==> src/rtl/core/nfps_pkg.sv <==
`default_nettype none

package nfps_pkg;

    // Field widths.
    localparam int COORD_W   = 16;
    localparam int IDX_W     = 16;
    localparam int DIST_W    = 2 * COORD_W + 1;
    localparam int ROOT_W    = COORD_W + 1;

    // Defaults for the top-level parameters and internal sizes.
    localparam int MAX_POINTS_DEF = 65536;
    localparam int FIFO_DEPTH     = 4;

    // Configuration register indexes.
    localparam int CFG_IDX_W = 2;
    localparam logic [CFG_IDX_W-1:0] CFG_REF_X = 2'd0;
    localparam logic [CFG_IDX_W-1:0] CFG_REF_Y = 2'd1;
    localparam logic [CFG_IDX_W-1:0] CFG_FAR   = 2'd2;

    // One input point.
    typedef struct packed {
        logic signed [COORD_W-1:0] px;
        logic signed [COORD_W-1:0] py;
        logic                      last;
    } t_in;

    // One result.
    typedef struct packed {
        logic        [IDX_W-1:0]   best_index;
        logic signed [COORD_W-1:0] best_x;
        logic signed [COORD_W-1:0] best_y;
        logic        [DIST_W-1:0]  dist_sq;
        logic        [ROOT_W-1:0]  dist_root;
    } t_out;

    // A classified point on its way from the front to the back.
    typedef struct packed {
        logic        [DIST_W-1:0]  sq_dist;
        logic signed [COORD_W-1:0] px;
        logic signed [COORD_W-1:0] py;
        logic                      last;
    } t_cand;

    // Status of the square root unit.
    typedef struct packed {
        logic busy;
        logic done;
    } t_sq_stat;

endpackage

`default_nettype wire

==> src/rtl/core/nfps_fifo.sv <==
`default_nettype none

module nfps_fifo #(
    parameter int DEPTH = nfps_pkg::FIFO_DEPTH
) (
    input  wire                 i_clk,
    input  wire                 i_rst_n,
    input  wire                 i_push,
    input  nfps_pkg::t_cand     i_data,
    output logic                o_full,
    input  wire                 i_pop,
    output nfps_pkg::t_cand     o_data,
    output logic                o_empty
);

    localparam int PTR_W = (DEPTH > 1) ? $clog2(DEPTH) : 1;
    localparam int CNT_W = $clog2(DEPTH + 1);

    nfps_pkg::t_cand r_mem [DEPTH];

    logic [PTR_W-1:0] r_wr_ptr;
    logic [PTR_W-1:0] r_rd_ptr;
    logic [CNT_W-1:0] r_count;
    logic             wr_en;
    logic             rd_en;

    assign o_full  = (r_count == CNT_W'(DEPTH));
    assign o_empty = (r_count == '0);
    assign wr_en   = i_push && !o_full;
    assign rd_en   = i_pop && !o_empty;
    assign o_data  = r_mem[r_rd_ptr];

    // Storage is written at the write pointer.
    always_ff @(posedge i_clk) begin
        if (wr_en) begin
            r_mem[r_wr_ptr] <= i_data;
        end
    end

    // Pointers wrap at the depth; the count tracks occupancy.
    always_ff @(posedge i_clk) begin
        if (!i_rst_n) begin
            r_wr_ptr <= '0;
            r_rd_ptr <= '0;
            r_count  <= '0;
        end else begin
            if (wr_en) begin
                r_wr_ptr <= (r_wr_ptr == PTR_W'(DEPTH - 1)) ? '0 : r_wr_ptr + 1'b1;
            end
            if (rd_en) begin
                r_rd_ptr <= (r_rd_ptr == PTR_W'(DEPTH - 1)) ? '0 : r_rd_ptr + 1'b1;
            end
            if (wr_en && !rd_en) begin
                r_count <= r_count + 1'b1;
            end else if (rd_en && !wr_en) begin
                r_count <= r_count - 1'b1;
            end
        end
    end

endmodule

`default_nettype wire

==> src/rtl/core/nfps_isqrt.sv <==
`default_nettype none

module nfps_isqrt (
    input  wire                                i_clk,
    input  wire                                i_rst_n,
    input  wire                                i_start,
    input  wire  [nfps_pkg::DIST_W-1:0]        i_radicand,
    input  wire                                i_ack,
    output nfps_pkg::t_sq_stat                 o_stat,
    output logic [nfps_pkg::ROOT_W-1:0]        o_root
);

    localparam int ROOT_W = nfps_pkg::ROOT_W;
    localparam int RAD_W  = 2 * ROOT_W;
    localparam int REM_W  = ROOT_W + 2;
    localparam int STEP_W = $clog2(ROOT_W + 1);

    logic              r_busy;
    logic              r_done;
    logic [STEP_W-1:0] r_step;
    logic [RAD_W-1:0]  r_rad;
    logic [REM_W-1:0]  r_rem;
    logic [ROOT_W-1:0] r_root;

    logic [REM_W-1:0]  cur;
    logic [REM_W-1:0]  trial;
    logic              fits;

    assign o_stat.busy = r_busy;
    assign o_stat.done = r_done;
    assign o_root      = r_root;

    // One result bit per cycle: bring down two radicand bits and try a subtract.
    always_comb begin
        cur   = {r_rem[REM_W-3:0], r_rad[RAD_W-1 -: 2]};
        trial = {r_root[ROOT_W-2:0], 2'b01};
        fits  = (cur >= trial);
    end

    always_ff @(posedge i_clk) begin
        if (!i_rst_n) begin
            r_busy <= 1'b0;
            r_done <= 1'b0;
        end else begin
            if (i_start && !r_busy && !r_done) begin
                r_busy <= 1'b1;
            end else if (r_busy && r_step == '0) begin
                r_busy <= 1'b0;
                r_done <= 1'b1;
            end else if (r_done && i_ack) begin
                r_done <= 1'b0;
            end
        end
    end

    // Datapath for the iteration.
    always_ff @(posedge i_clk) begin
        if (i_start && !r_busy && !r_done) begin
            r_rad  <= RAD_W'(i_radicand);
            r_rem  <= '0;
            r_root <= '0;
            r_step <= STEP_W'(ROOT_W - 1);
        end else if (r_busy) begin
            r_rad  <= {r_rad[RAD_W-3:0], 2'b00};
            r_rem  <= fits ? (cur - trial) : cur;
            r_root <= {r_root[ROOT_W-2:0], fits};
            r_step <= r_step - 1'b1;
        end
    end

endmodule

`default_nettype wire

==> src/rtl/core/nfps_front.sv <==
`default_nettype none

module nfps_front (
    input  wire                                 i_clk,
    input  wire                                 i_rst_n,
    input  wire                                 push,
    output logic                                full,
    input  nfps_pkg::t_in                       i_in,
    input  wire  signed [nfps_pkg::COORD_W-1:0] i_ref_x,
    input  wire  signed [nfps_pkg::COORD_W-1:0] i_ref_y,
    output logic                                o_push,
    output nfps_pkg::t_cand                     o_cand,
    input  wire                                 i_fifo_full
);

    localparam int COORD_W = nfps_pkg::COORD_W;
    localparam int DIFF_W  = COORD_W + 1;
    localparam int SQ_W    = 2 * COORD_W;
    localparam int DIST_W  = nfps_pkg::DIST_W;

    logic en;

    logic                      r_v1;
    logic [COORD_W-1:0]        r_dx;
    logic [COORD_W-1:0]        r_dy;
    logic signed [COORD_W-1:0] r_x1;
    logic signed [COORD_W-1:0] r_y1;
    logic                      r_l1;

    logic                      r_v2;
    logic [SQ_W-1:0]           r_sqx;
    logic [SQ_W-1:0]           r_sqy;
    logic signed [COORD_W-1:0] r_x2;
    logic signed [COORD_W-1:0] r_y2;
    logic                      r_l2;

    logic                      r_v3;
    nfps_pkg::t_cand           r_cand;

    logic signed [DIFF_W-1:0]  diff_x;
    logic signed [DIFF_W-1:0]  diff_y;
    logic [DIFF_W-1:0]         abs_x;
    logic [DIFF_W-1:0]         abs_y;

    // The whole pipe moves unless the last stage is stuck on a full queue.
    assign en     = !r_v3 || !i_fifo_full;
    assign full   = !en;
    assign o_push = r_v3 && !i_fifo_full;
    assign o_cand = r_cand;

    // Absolute coordinate differences to the reference point.
    always_comb begin
        diff_x = {i_in.px[COORD_W-1], i_in.px} - {i_ref_x[COORD_W-1], i_ref_x};
        diff_y = {i_in.py[COORD_W-1], i_in.py} - {i_ref_y[COORD_W-1], i_ref_y};
        abs_x  = diff_x[DIFF_W-1] ? DIFF_W'(-diff_x) : DIFF_W'(diff_x);
        abs_y  = diff_y[DIFF_W-1] ? DIFF_W'(-diff_y) : DIFF_W'(diff_y);
    end

    // Stage valid bits.
    always_ff @(posedge i_clk) begin
        if (!i_rst_n) begin
            r_v1 <= 1'b0;
            r_v2 <= 1'b0;
            r_v3 <= 1'b0;
        end else if (en) begin
            r_v1 <= push;
            r_v2 <= r_v1;
            r_v3 <= r_v2;
        end
    end

    // Differences, then squares, then their sum.
    always_ff @(posedge i_clk) begin
        if (en) begin
            r_dx <= abs_x[COORD_W-1:0];
            r_dy <= abs_y[COORD_W-1:0];
            r_x1 <= i_in.px;
            r_y1 <= i_in.py;
            r_l1 <= i_in.last;

            r_sqx <= r_dx * r_dx;
            r_sqy <= r_dy * r_dy;
            r_x2  <= r_x1;
            r_y2  <= r_y1;
            r_l2  <= r_l1;

            r_cand.sq_dist <= DIST_W'(r_sqx) + DIST_W'(r_sqy);
            r_cand.px      <= r_x2;
            r_cand.py      <= r_y2;
            r_cand.last    <= r_l2;
        end
    end

endmodule

`default_nettype wire

==> src/rtl/core/nfps_back.sv <==
`default_nettype none

module nfps_back #(
    parameter int MAX_POINTS = nfps_pkg::MAX_POINTS_DEF
) (
    input  wire              i_clk,
    input  wire              i_rst_n,
    input  nfps_pkg::t_cand  i_cand,
    input  wire              i_fifo_empty,
    output logic             o_pop,
    input  wire              i_far,
    output logic             empty,
    input  wire              pop,
    output nfps_pkg::t_out   o_out
);

    localparam int CNT_W   = (MAX_POINTS > 1) ? $clog2(MAX_POINTS) : 1;
    localparam int COORD_W = nfps_pkg::COORD_W;
    localparam int IDX_W   = nfps_pkg::IDX_W;
    localparam int DIST_W  = nfps_pkg::DIST_W;
    localparam int ROOT_W  = nfps_pkg::ROOT_W;

    // Running best of the current set.
    logic                      r_have;
    logic [CNT_W-1:0]          r_count;
    logic [DIST_W-1:0]         r_best_sq;
    logic [IDX_W-1:0]          r_best_idx;
    logic signed [COORD_W-1:0] r_best_x;
    logic signed [COORD_W-1:0] r_best_y;

    // Winner of a finished set while its root is worked out.
    logic [DIST_W-1:0]         r_win_sq;
    logic [IDX_W-1:0]          r_win_idx;
    logic signed [COORD_W-1:0] r_win_x;
    logic signed [COORD_W-1:0] r_win_y;

    logic                      r_out_v;
    nfps_pkg::t_out            r_out;

    nfps_pkg::t_sq_stat        sq_stat;
    logic [ROOT_W-1:0]         sq_root;
    logic                      sq_idle;
    logic                      take;
    logic                      start;
    logic                      load_out;
    logic [DIST_W-1:0]         win_sq;
    logic [IDX_W-1:0]          cur_idx;

    assign sq_idle  = !sq_stat.busy && !sq_stat.done;
    assign o_pop    = !i_fifo_empty && (!i_cand.last || sq_idle);
    assign start    = o_pop && i_cand.last;
    assign load_out = sq_stat.done && (!r_out_v || pop);
    assign empty    = !r_out_v;
    assign o_out    = r_out;
    assign cur_idx  = IDX_W'(r_count);
    assign win_sq   = take ? i_cand.sq_dist : r_best_sq;

    // The first point of a set always wins; ties keep the earlier point.
    always_comb begin
        if (!r_have) begin
            take = 1'b1;
        end else if (i_far) begin
            take = (i_cand.sq_dist > r_best_sq);
        end else begin
            take = (i_cand.sq_dist < r_best_sq);
        end
    end

    // Set bookkeeping and result valid.
    always_ff @(posedge i_clk) begin
        if (!i_rst_n) begin
            r_have  <= 1'b0;
            r_count <= '0;
            r_out_v <= 1'b0;
        end else begin
            if (o_pop) begin
                if (i_cand.last) begin
                    r_have  <= 1'b0;
                    r_count <= '0;
                end else begin
                    r_have  <= 1'b1;
                    r_count <= (r_count == CNT_W'(MAX_POINTS - 1)) ? '0 : r_count + 1'b1;
                end
            end
            if (load_out) begin
                r_out_v <= 1'b1;
            end else if (pop) begin
                r_out_v <= 1'b0;
            end
        end
    end

    // Best-so-far, winner hand-off and result register.
    always_ff @(posedge i_clk) begin
        if (o_pop && take && !i_cand.last) begin
            r_best_sq  <= i_cand.sq_dist;
            r_best_idx <= cur_idx;
            r_best_x   <= i_cand.px;
            r_best_y   <= i_cand.py;
        end
        if (start) begin
            r_win_sq  <= win_sq;
            r_win_idx <= take ? cur_idx : r_best_idx;
            r_win_x   <= take ? i_cand.px : r_best_x;
            r_win_y   <= take ? i_cand.py : r_best_y;
        end
        if (load_out) begin
            r_out.best_index <= r_win_idx;
            r_out.best_x     <= r_win_x;
            r_out.best_y     <= r_win_y;
            r_out.dist_sq    <= r_win_sq;
            r_out.dist_root  <= sq_root;
        end
    end

    nfps_isqrt u_isqrt (
        .i_clk      (i_clk),
        .i_rst_n    (i_rst_n),
        .i_start    (start),
        .i_radicand (win_sq),
        .i_ack      (load_out),
        .o_stat     (sq_stat),
        .o_root     (sq_root)
    );

endmodule

`default_nettype wire

==> src/rtl/core/nearest_farthest_point_search.sv <==
// Path: a last point passes the 3 distance stages, then the queue, the set update,
// 17 root iterations and the result register before its result shows on the output.
// Throughput: one point per cycle while the queue is not full; the bit-serial square root
// limits how often sets can finish, as a last point waits in the queue until the root unit is idle.
// Reset: synchronous, active low; clears the pipe, queue, set state and configuration to zero.
`default_nettype none

module nearest_farthest_point_search #(
    parameter int MAX_POINTS = nfps_pkg::MAX_POINTS_DEF
) (
    input  wire                                   i_clk,
    input  wire                                   i_rst_n,
    input  wire                                   push,
    output logic                                  full,
    input  nfps_pkg::t_in                         i_in,
    output logic                                  empty,
    input  wire                                   pop,
    output nfps_pkg::t_out                        o_out,
    input  wire                                   i_cfg_valid,
    output logic                                  o_cfg_ready,
    input  wire  [nfps_pkg::CFG_IDX_W-1:0]        i_cfg_index,
    input  wire  [nfps_pkg::COORD_W-1:0]          i_cfg_data
);

    logic signed [nfps_pkg::COORD_W-1:0] r_ref_x;
    logic signed [nfps_pkg::COORD_W-1:0] r_ref_y;
    logic                                r_far;

    logic            f_push;
    logic            f_full;
    logic            f_pop;
    logic            f_empty;
    nfps_pkg::t_cand f_wdata;
    nfps_pkg::t_cand f_rdata;

    assign o_cfg_ready = 1'b1;

    // Configuration writes; indexes beyond the list are dropped.
    always_ff @(posedge i_clk) begin
        if (!i_rst_n) begin
            r_ref_x <= '0;
            r_ref_y <= '0;
            r_far   <= 1'b0;
        end else if (i_cfg_valid && o_cfg_ready) begin
            unique case (i_cfg_index)
                nfps_pkg::CFG_REF_X: r_ref_x <= i_cfg_data;
                nfps_pkg::CFG_REF_Y: r_ref_y <= i_cfg_data;
                nfps_pkg::CFG_FAR:   r_far   <= i_cfg_data[0];
                default: ;
            endcase
        end
    end

    nfps_front u_front (
        .i_clk       (i_clk),
        .i_rst_n     (i_rst_n),
        .push        (push),
        .full        (full),
        .i_in        (i_in),
        .i_ref_x     (r_ref_x),
        .i_ref_y     (r_ref_y),
        .o_push      (f_push),
        .o_cand      (f_wdata),
        .i_fifo_full (f_full)
    );

    nfps_fifo #(
        .DEPTH (nfps_pkg::FIFO_DEPTH)
    ) u_fifo (
        .i_clk   (i_clk),
        .i_rst_n (i_rst_n),
        .i_push  (f_push),
        .i_data  (f_wdata),
        .o_full  (f_full),
        .i_pop   (f_pop),
        .o_data  (f_rdata),
        .o_empty (f_empty)
    );

    nfps_back #(
        .MAX_POINTS (MAX_POINTS)
    ) u_back (
        .i_clk        (i_clk),
        .i_rst_n      (i_rst_n),
        .i_cand       (f_rdata),
        .i_fifo_empty (f_empty),
        .o_pop        (f_pop),
        .i_far        (r_far),
        .empty        (empty),
        .pop          (pop),
        .o_out        (o_out)
    );

endmodule

`default_nettype wire

==> config.mk <==
export PLATFORM = sky130hd
export DESIGN_NAME = nearest_farthest_point_search
export DESIGN_NICKNAME = d
export VERILOG_FILES = /design/src/rtl/core/nfps_pkg.sv /design/src/rtl/core/nfps_fifo.sv /design/src/rtl/core/nfps_isqrt.sv /design/src/rtl/core/nfps_front.sv /design/src/rtl/core/nfps_back.sv /design/src/rtl/core/nearest_farthest_point_search.sv
export SDC_FILE = /design/constraint.sdc
export NUM_CORES = 2
export LEC_CHECK = 0
export ABC_CLOCK_PERIOD_IN_PS = 6000
export BUFFER_PORTS_ARGS = -buffer_cell sky130_fd_sc_hd__buf_2
export CORE_ASPECT_RATIO = 1.2
export CORE_UTILIZATION = 30
export CTS_CLUSTER_SIZE = 10
export DETAILED_ROUTE_END_ITERATION = 16
export MAX_ROUTING_LAYER = met4
export PLACE_DENSITY = 0.56
export SYNTH_ARGS = -nofsm -noshare
export SYNTH_HDL_FRONTEND = slang
export SYNTH_SLANG_ARGS = --single-unit
export TNS_END_PERCENT = 50
==> constraint.sdc <==
create_clock -name i_clk -period 6 [get_ports i_clk]
set_input_delay 0 -clock i_clk [delete_from_list [all_inputs] [get_ports i_clk]]
set_output_delay 0 -clock i_clk [all_outputs]
set_load 0.02 [all_outputs]
After elaboration in Yosys (flattened, before gate mapping)
Memories as Yosys holds them, arrays and structs flattened. A register that Yosys moved wholly into a read port is not among the register bits.
Index checks and enable logic that the tools add are counted.
{"block": "totals", "memories": 1, "mem_bits_rw": 264, "output_inout_bits": 101, "regBits": 624}
{"block": "op_classes", "eq_ne": 6, "bitwise": 1, "n_lt_le_gt_ge": 3, "mux": 28, "reduce_logical": 40, "addsub": 12, "multipliers": 2}
{"name": "u_fifo.r_mem", "depth": 4, "width": 66, "rd": 1, "rd_ports_with_merged_regs": 1, "wr": 1, "line": "nfps_fifo.sv:19", "text": "nfps_pkg::t_cand r_mem [DEPTH];"}
{"cell": "16-bit two-way mux", "n": 7}
{"cell": "33-bit two-way mux", "n": 3}
{"cell": "16-bit by 16-bit multiplier with 32-bit output", "n": 2}
{"cell": "16-bit by 16-bit subtractor with 17-bit output", "n": 2}
{"cell": "32-bit by 32-bit adder with 33-bit output", "n": 1}
{"cell": "33-bit > comparator", "n": 1}
{"cell": "33-bit < comparator", "n": 1}
{"cell": "16-bit negation", "n": 2}
{"cell": "19-bit by 18-bit greater-or-equal comparator with 1-bit output", "n": 1}
{"cell": "17-bit two-way mux", "n": 1}
{"cell": "17-bit subtractor", "n": 1}
{"cell": "16-bit by 1-bit adder with 16-bit output (second input constant)", "n": 1}
{"cell": "16-bit equality test (second input constant)", "n": 1}
{"cell": "1-bit logical AND", "n": 15}
{"cell": "1-bit two-way mux", "n": 11}
{"cell": "1-bit zero test", "n": 10}
{"cell": "2-bit nonzero test", "n": 5}
{"cell": "2-bit two-way mux", "n": 4}
{"cell": "2-bit AND reduction", "n": 4}
{"cell": "2-bit equality test (second input constant)", "n": 3}
{"cell": "3-bit two-way mux", "n": 2}
{"cell": "5-bit zero test", "n": 1}
{"cell": "5-bit by 1-bit subtractor with 5-bit output (second input constant)", "n": 1}
{"cell": "2-bit by 1-bit adder with 2-bit output (second input constant)", "n": 2}
{"cell": "8 further kinds", "n": 10}

Depth between registers and ports, before layout
{"block": "depth", "word_depth": 9, "depth_mapped": 25}

Hierarchy
From an unflattened synthesis, not the netlist that was laid out.
{"block": "hier_totals", "hier_cells": 4369, "hier_area_um2": 52848.2}
{"module": "nfps_front", "seq_area_each_um2": 6846.6, "area_each_um2": 24727.5, "cells_per_inst": 2405, "instances": 1}
{"module": "nfps_back", "seq_area_each_um2": 8167.8, "area_each_um2": 13052.5, "cells_per_inst": 1084, "instances": 1}
{"module": "nfps_fifo", "seq_area_each_um2": 8107.8, "area_each_um2": 9993.3, "cells_per_inst": 395, "instances": 1}
{"module": "nfps_isqrt", "seq_area_each_um2": 1831.8, "area_each_um2": 3778.6, "cells_per_inst": 356, "instances": 1}
{"module": "nearest_farthest_point_search", "seq_area_each_um2": 660.6, "area_each_um2": 1296.2, "cells_per_inst": 129, "instances": 1}

Least setup slack after synthesis
OpenSTA, ideal clock, no wires.
{"block": "synth_path", "path_type": "register to register", "start": "reg u_front.r_dx[4]", "end": "reg u_front.r_sqx[27], data pin", "t_arrival_ns": 6.159, "synth_period_minus_slack_ns": 6.354, "required_time_ns": 5.805, "stages_incl_launch_ff": 21, "setup_time_ns": 0.195, "n_path_buf": 2, "path_slack_ns": -0.354, "cell_sequence": "edfxtp_1 clkbuf_1 clkbuf_1 nand2_1 fa_1 fa_1 inv_1 fa_1 fa_1 fa_1 inv_1 fa_1 inv_1 ha_1 and3_1 and3_1 a21oi_4 o211a_1 a21o_1 or4b_2 o311ai_0"}
{"block": "synth_between", "elab_chain_len": 1}
{"item": "start: declaration", "line": "nfps_front.sv:24", "text": "logic [COORD_W-1:0] r_dx;"}
{"item": "start signal: assignment", "line": "nfps_front.sv:75", "text": "r_dx <= abs_x[COORD_W-1:0];"}
{"item": "16-bit by 16-bit multiplier with 32-bit output", "line": "nfps_front.sv:81", "text": "r_sqx <= r_dx * r_dx;"}
{"item": "end signal: assignment", "line": "nfps_front.sv:81"}
{"item": "end: declaration", "line": "nfps_front.sv:31", "text": "logic [SQ_W-1:0] r_sqx;"}
Every way passes these cells.
A chain may end at the register's enable or synchronous reset.

Worst setup path in the final report
{"block": "layout_path", "start": "reg u_front.r_dx[10]", "end": "reg u_front.r_sqx[26], data pin"}
Same word-level chain as after synthesis.

==> results.json <==
{
  "status": "finished with violations",
  "failed_checks": "negative setup slack",
  "first_global_vias": 31800,
  "grt_overflow": 0,
  "max_clock_freq_mhz": 164,
  "die_area_um2": 169000,
  "floorplan.die.width_um": 376,
  "portBuffers": 155,
  "gpl.final_weighted_congestion": 0.849,
  "fillerInstances": 16200,
  "worst_setup_hold_path_clk_slew_ps": 60,
  "final-hold-violation-count": 0,
  "yosysSeqAreaShare_pct": 50.9,
  "timing.final.max_slew_violations": 0,
  "ys_async_sr_fraction_pct": 0,
  "regArea_um2": 25600,
  "number_of_synthesis_warnings": 0,
  "layout_min_cycle_time_ps": 6100,
  "yosys_most_used_dff": "edfxtp_1",
  "initial_antenna_violation_count": 10,
  "critPathRequiredTime_ps": 6450,
  "postSynthCellCount": 3872,
  "multi_input_area_um2": 22700,
  "drv.max_cap_violation_count": 0,
  "h-tree-depth": 3,
  "floorplan.initialDensity_pct": 30.2,
  "cts-buffers-inserted": 100,
  "drt_iter0_drc": 1409,
  "hpwlAfterDp_mm": 82.5,
  "worst_slew_margin_rel_pct": 19.1,
  "worst_setup_path_end_kind": "register",
  "syn_area_um2": 50300,
  "worstPathArrival_ps": 6560,
  "area_growth_syn_to_layout_pct": 19.5,
  "drt-vias-per-instance": 4.48,
  "post_synth_num_cell_types": 87,
  "die_height_um": 451,
  "critPathLaunchType": "register",
  "postLayoutSetupSlackWorst_ps": -101,
  "clock_tree.root_cell": "clkbuf_16",
  "synth_fp_nets": 4577,
  "fraction_of_layout_instances_using_a_drive_strength_above_1_pct": 21.6,
  "critical_path_class": "register to register",
  "drt-total-wl_mm": 112,
  "layout_common_cells": "edfxtp_1, inv_1, fa_1",
  "drt_first_pass_iters": 5,
  "postRouteAntennaNets": 0,
  "final.setup_skew_ps": 27.9,
  "global_route_wire_length_before_repair_mm": 177,
  "mostFrequentLayoutCell": "edfxtp_1",
  "timing.final.setup_violations": 7,
  "post_synth.cell_area_avg_um2": 13.0,
  "ioPinCount": 157,
  "totalNegativeSetupSlack_ps": -368,
  "tritoncts_clock_tree": "yes",
  "cts-root-to-sink-buffers": 3,
  "pin_count_of_the_biggest_net_entering_global_routing": 118,
  "clock-sinks": 888,
  "drc_errors": 0,
  "slew_at_the_pin_closest_to_its_max_slew_limit_ps": 1210,
  "rsz0062_at_grt": "true",
  "placement_rows": 164,
  "synth_edf_count": 783,
  "clock_latency_on_the_worst_skew_pair_ps": 700,
  "postSynthRegisterBits": 888,
  "fin_nets": 5074,
  "design.core.area_um2": 167000,
  "max_fo_critical_path": 4,
  "min_period_over_period_pct": 102,
  "wl_per_cell_um": 16.7,
  "globalRouteTotalUtil_pct": 13.8,
  "route.vias.total": 29900,
  "hp-class": "primary input to register"
}
-- worst paths after layout --
path                                              startpoint                          end  slack, ps  cells after the start
worst max-delay path              u_front.r_dx[10]$_DFFE_PN_  u_front.r_sqx[26]$_DFFE_PN_       -100                     22
worst max register to register    u_front.r_dx[10]$_DFFE_PN_  u_front.r_sqx[26]$_DFFE_PN_       -100                     22
worst min register to register  u_back.r_win_sq[9]$_DFFE_PP_   u_back.o_out[26]$_DFFE_PP_        410                      0
worst min-delay path                                i_in[13]   u_front.r_y1[12]$_DFFE_PN_         70                      2
-- cells in the mapped netlist (all sizes together), types with 4 or more instances --
library cell / n / area (µm²)
a21oi: 128 / 659
o31ai: 20 / 150
nor3b: 13 / 97.6
nor2b: 46 / 288
nand2b: 16 / 100
nor3: 37 / 185
o311ai: 5 / 43.8
nand4: 17 / 106
edfxtp: 783 / 23500
nand2: 312 / 1170
a21o: 58 / 435
a2111oi: 6 / 65.1
xor2: 47 / 412
or2: 8 / 50.1
a31oi: 14 / 87.6
nor2: 118 / 443
fa: 329 / 6590
inv: 645 / 2420
dfxtp: 105 / 2100
o211ai: 21 / 171
mux2i: 12 / 120
and2: 101 / 632
and3: 31 / 194
o31a: 5 / 43.8
a31o: 6 / 52.6
o21bai: 20 / 150
a221oi: 6 / 65.1
mux2: 117 / 1410
clkbuf: 79 / 297
a211oi: 13 / 113
and4: 4 / 35.0
or3: 12 / 75.1
a21boi: 43 / 323
nand3: 37 / 185
xnor2: 99 / 867
o21a: 25 / 190
buf: 24 / 145
o21ai: 64 / 324
ha: 320 / 4000
nor4: 6 / 37.5
mux4: 66 / 1490
-- sequential cells by signal, indices dropped and copies added, names as in the netlist, 17 cells and up, named ones only --
signal / cells
u_back.o_out: 98
u_back.r_best_sq: 33
u_back.r_win_sq: 33
u_fifo.r_mem: 264
u_back.u_isqrt.o_root: 17
u_back.u_isqrt.r_rad: 34
u_back.u_isqrt.r_rem: 17
u_front.r_sqy: 31
u_front.o_cand: 66
u_front.r_sqx: 31
-- metal layers --
layer,vias to the layer above,global-route usage (%),routed length [µm]
li1,14300,-,-
met1,15000,15.8,46300
met5,-,-,0
met3,162,1.85,3600
met2,482,25.0,59100
met4,0,3.97,2670
-- critical path: stages (launching register included) --
cell and delay (ps):
edfxtp_1 480, buf_6 170, and2_4 140, fa_1 560
inv_2 50, fa_1 490, inv_2 40, fa_1 540
fa_2 440, fa_1 510, inv_2 40, fa_1 510
inv_2 50, ha_4 200, a21o_1 150, a21o_1 180
a21oi_2 150, o21ai_2 70, or3_4 340, o211ai_1 300
nand2b_1 140, a211oi_2 230, nor2_1 60
-- cells by family (layout without fill, tap and decap cells) --
| kind of cell | count (synthesis) | in the layout | share of synthesized area, % |
|---|---|---|---|
| fa+ha+maj | 649 | 649 | 21.0 |
| compound gates | 472 | 472 | 6.41 |
| flops | 888 | 888 | 50.9 |
| xor+xnor | 146 | 146 | 2.54 |
| buf+inv | 748 | 1305 | 5.69 |
| other cells | 1 | 9 | 0.00745 |
| simple gates | 773 | 773 | 7.42 |
| mux | 195 | 195 | 6.00 |
-- final cells by class --
| type | instances | area share (%) |
|---|---|---|
| Clock buffer | 152 | 4.52 |
| Clock inverter | 10 | 0.262 |
| Antenna cell | 8 | 0.0333 |
| Tap cell | 2241 | 4.66 |
| Sequential cell | 888 | 42.6 |
| Multi-Input combinational cell | 2236 | 37.7 |
| Timing Repair Buffer | 498 | 6.14 |
| Inverter | 645 | 4.05 |
-- per-stage QoR --
step	std cells	cell area (µm²)	hold slack, ps	setup slack (ps)	util (%)
after floorplan	3872	50500	98.9	-56.5	-
after global placement	6390	55300	205	-202	33.2
after detailed placement	6390	55300	214	-246	33.2
after CTS	6638	59400	14.7	-149	35.7
after global routing	6678	60100	41.4	-305	36.1
final	6678	60100	73.3	-101	36.1
-- repair_timing --
item | CTS | global route
endpoints found under the setup margin | 16 | 28
pin swaps | 92 | 110
gates resized for setup | 100 | 124
setup buffers | 32 | 37
hold buffers | 55 | 0
endpoints found under the hold margin | 74 | 0
Power is left out: the tool's default activity adds up to more than one toggle a clock period on the data nets, which glitch-free logic cannot reach.
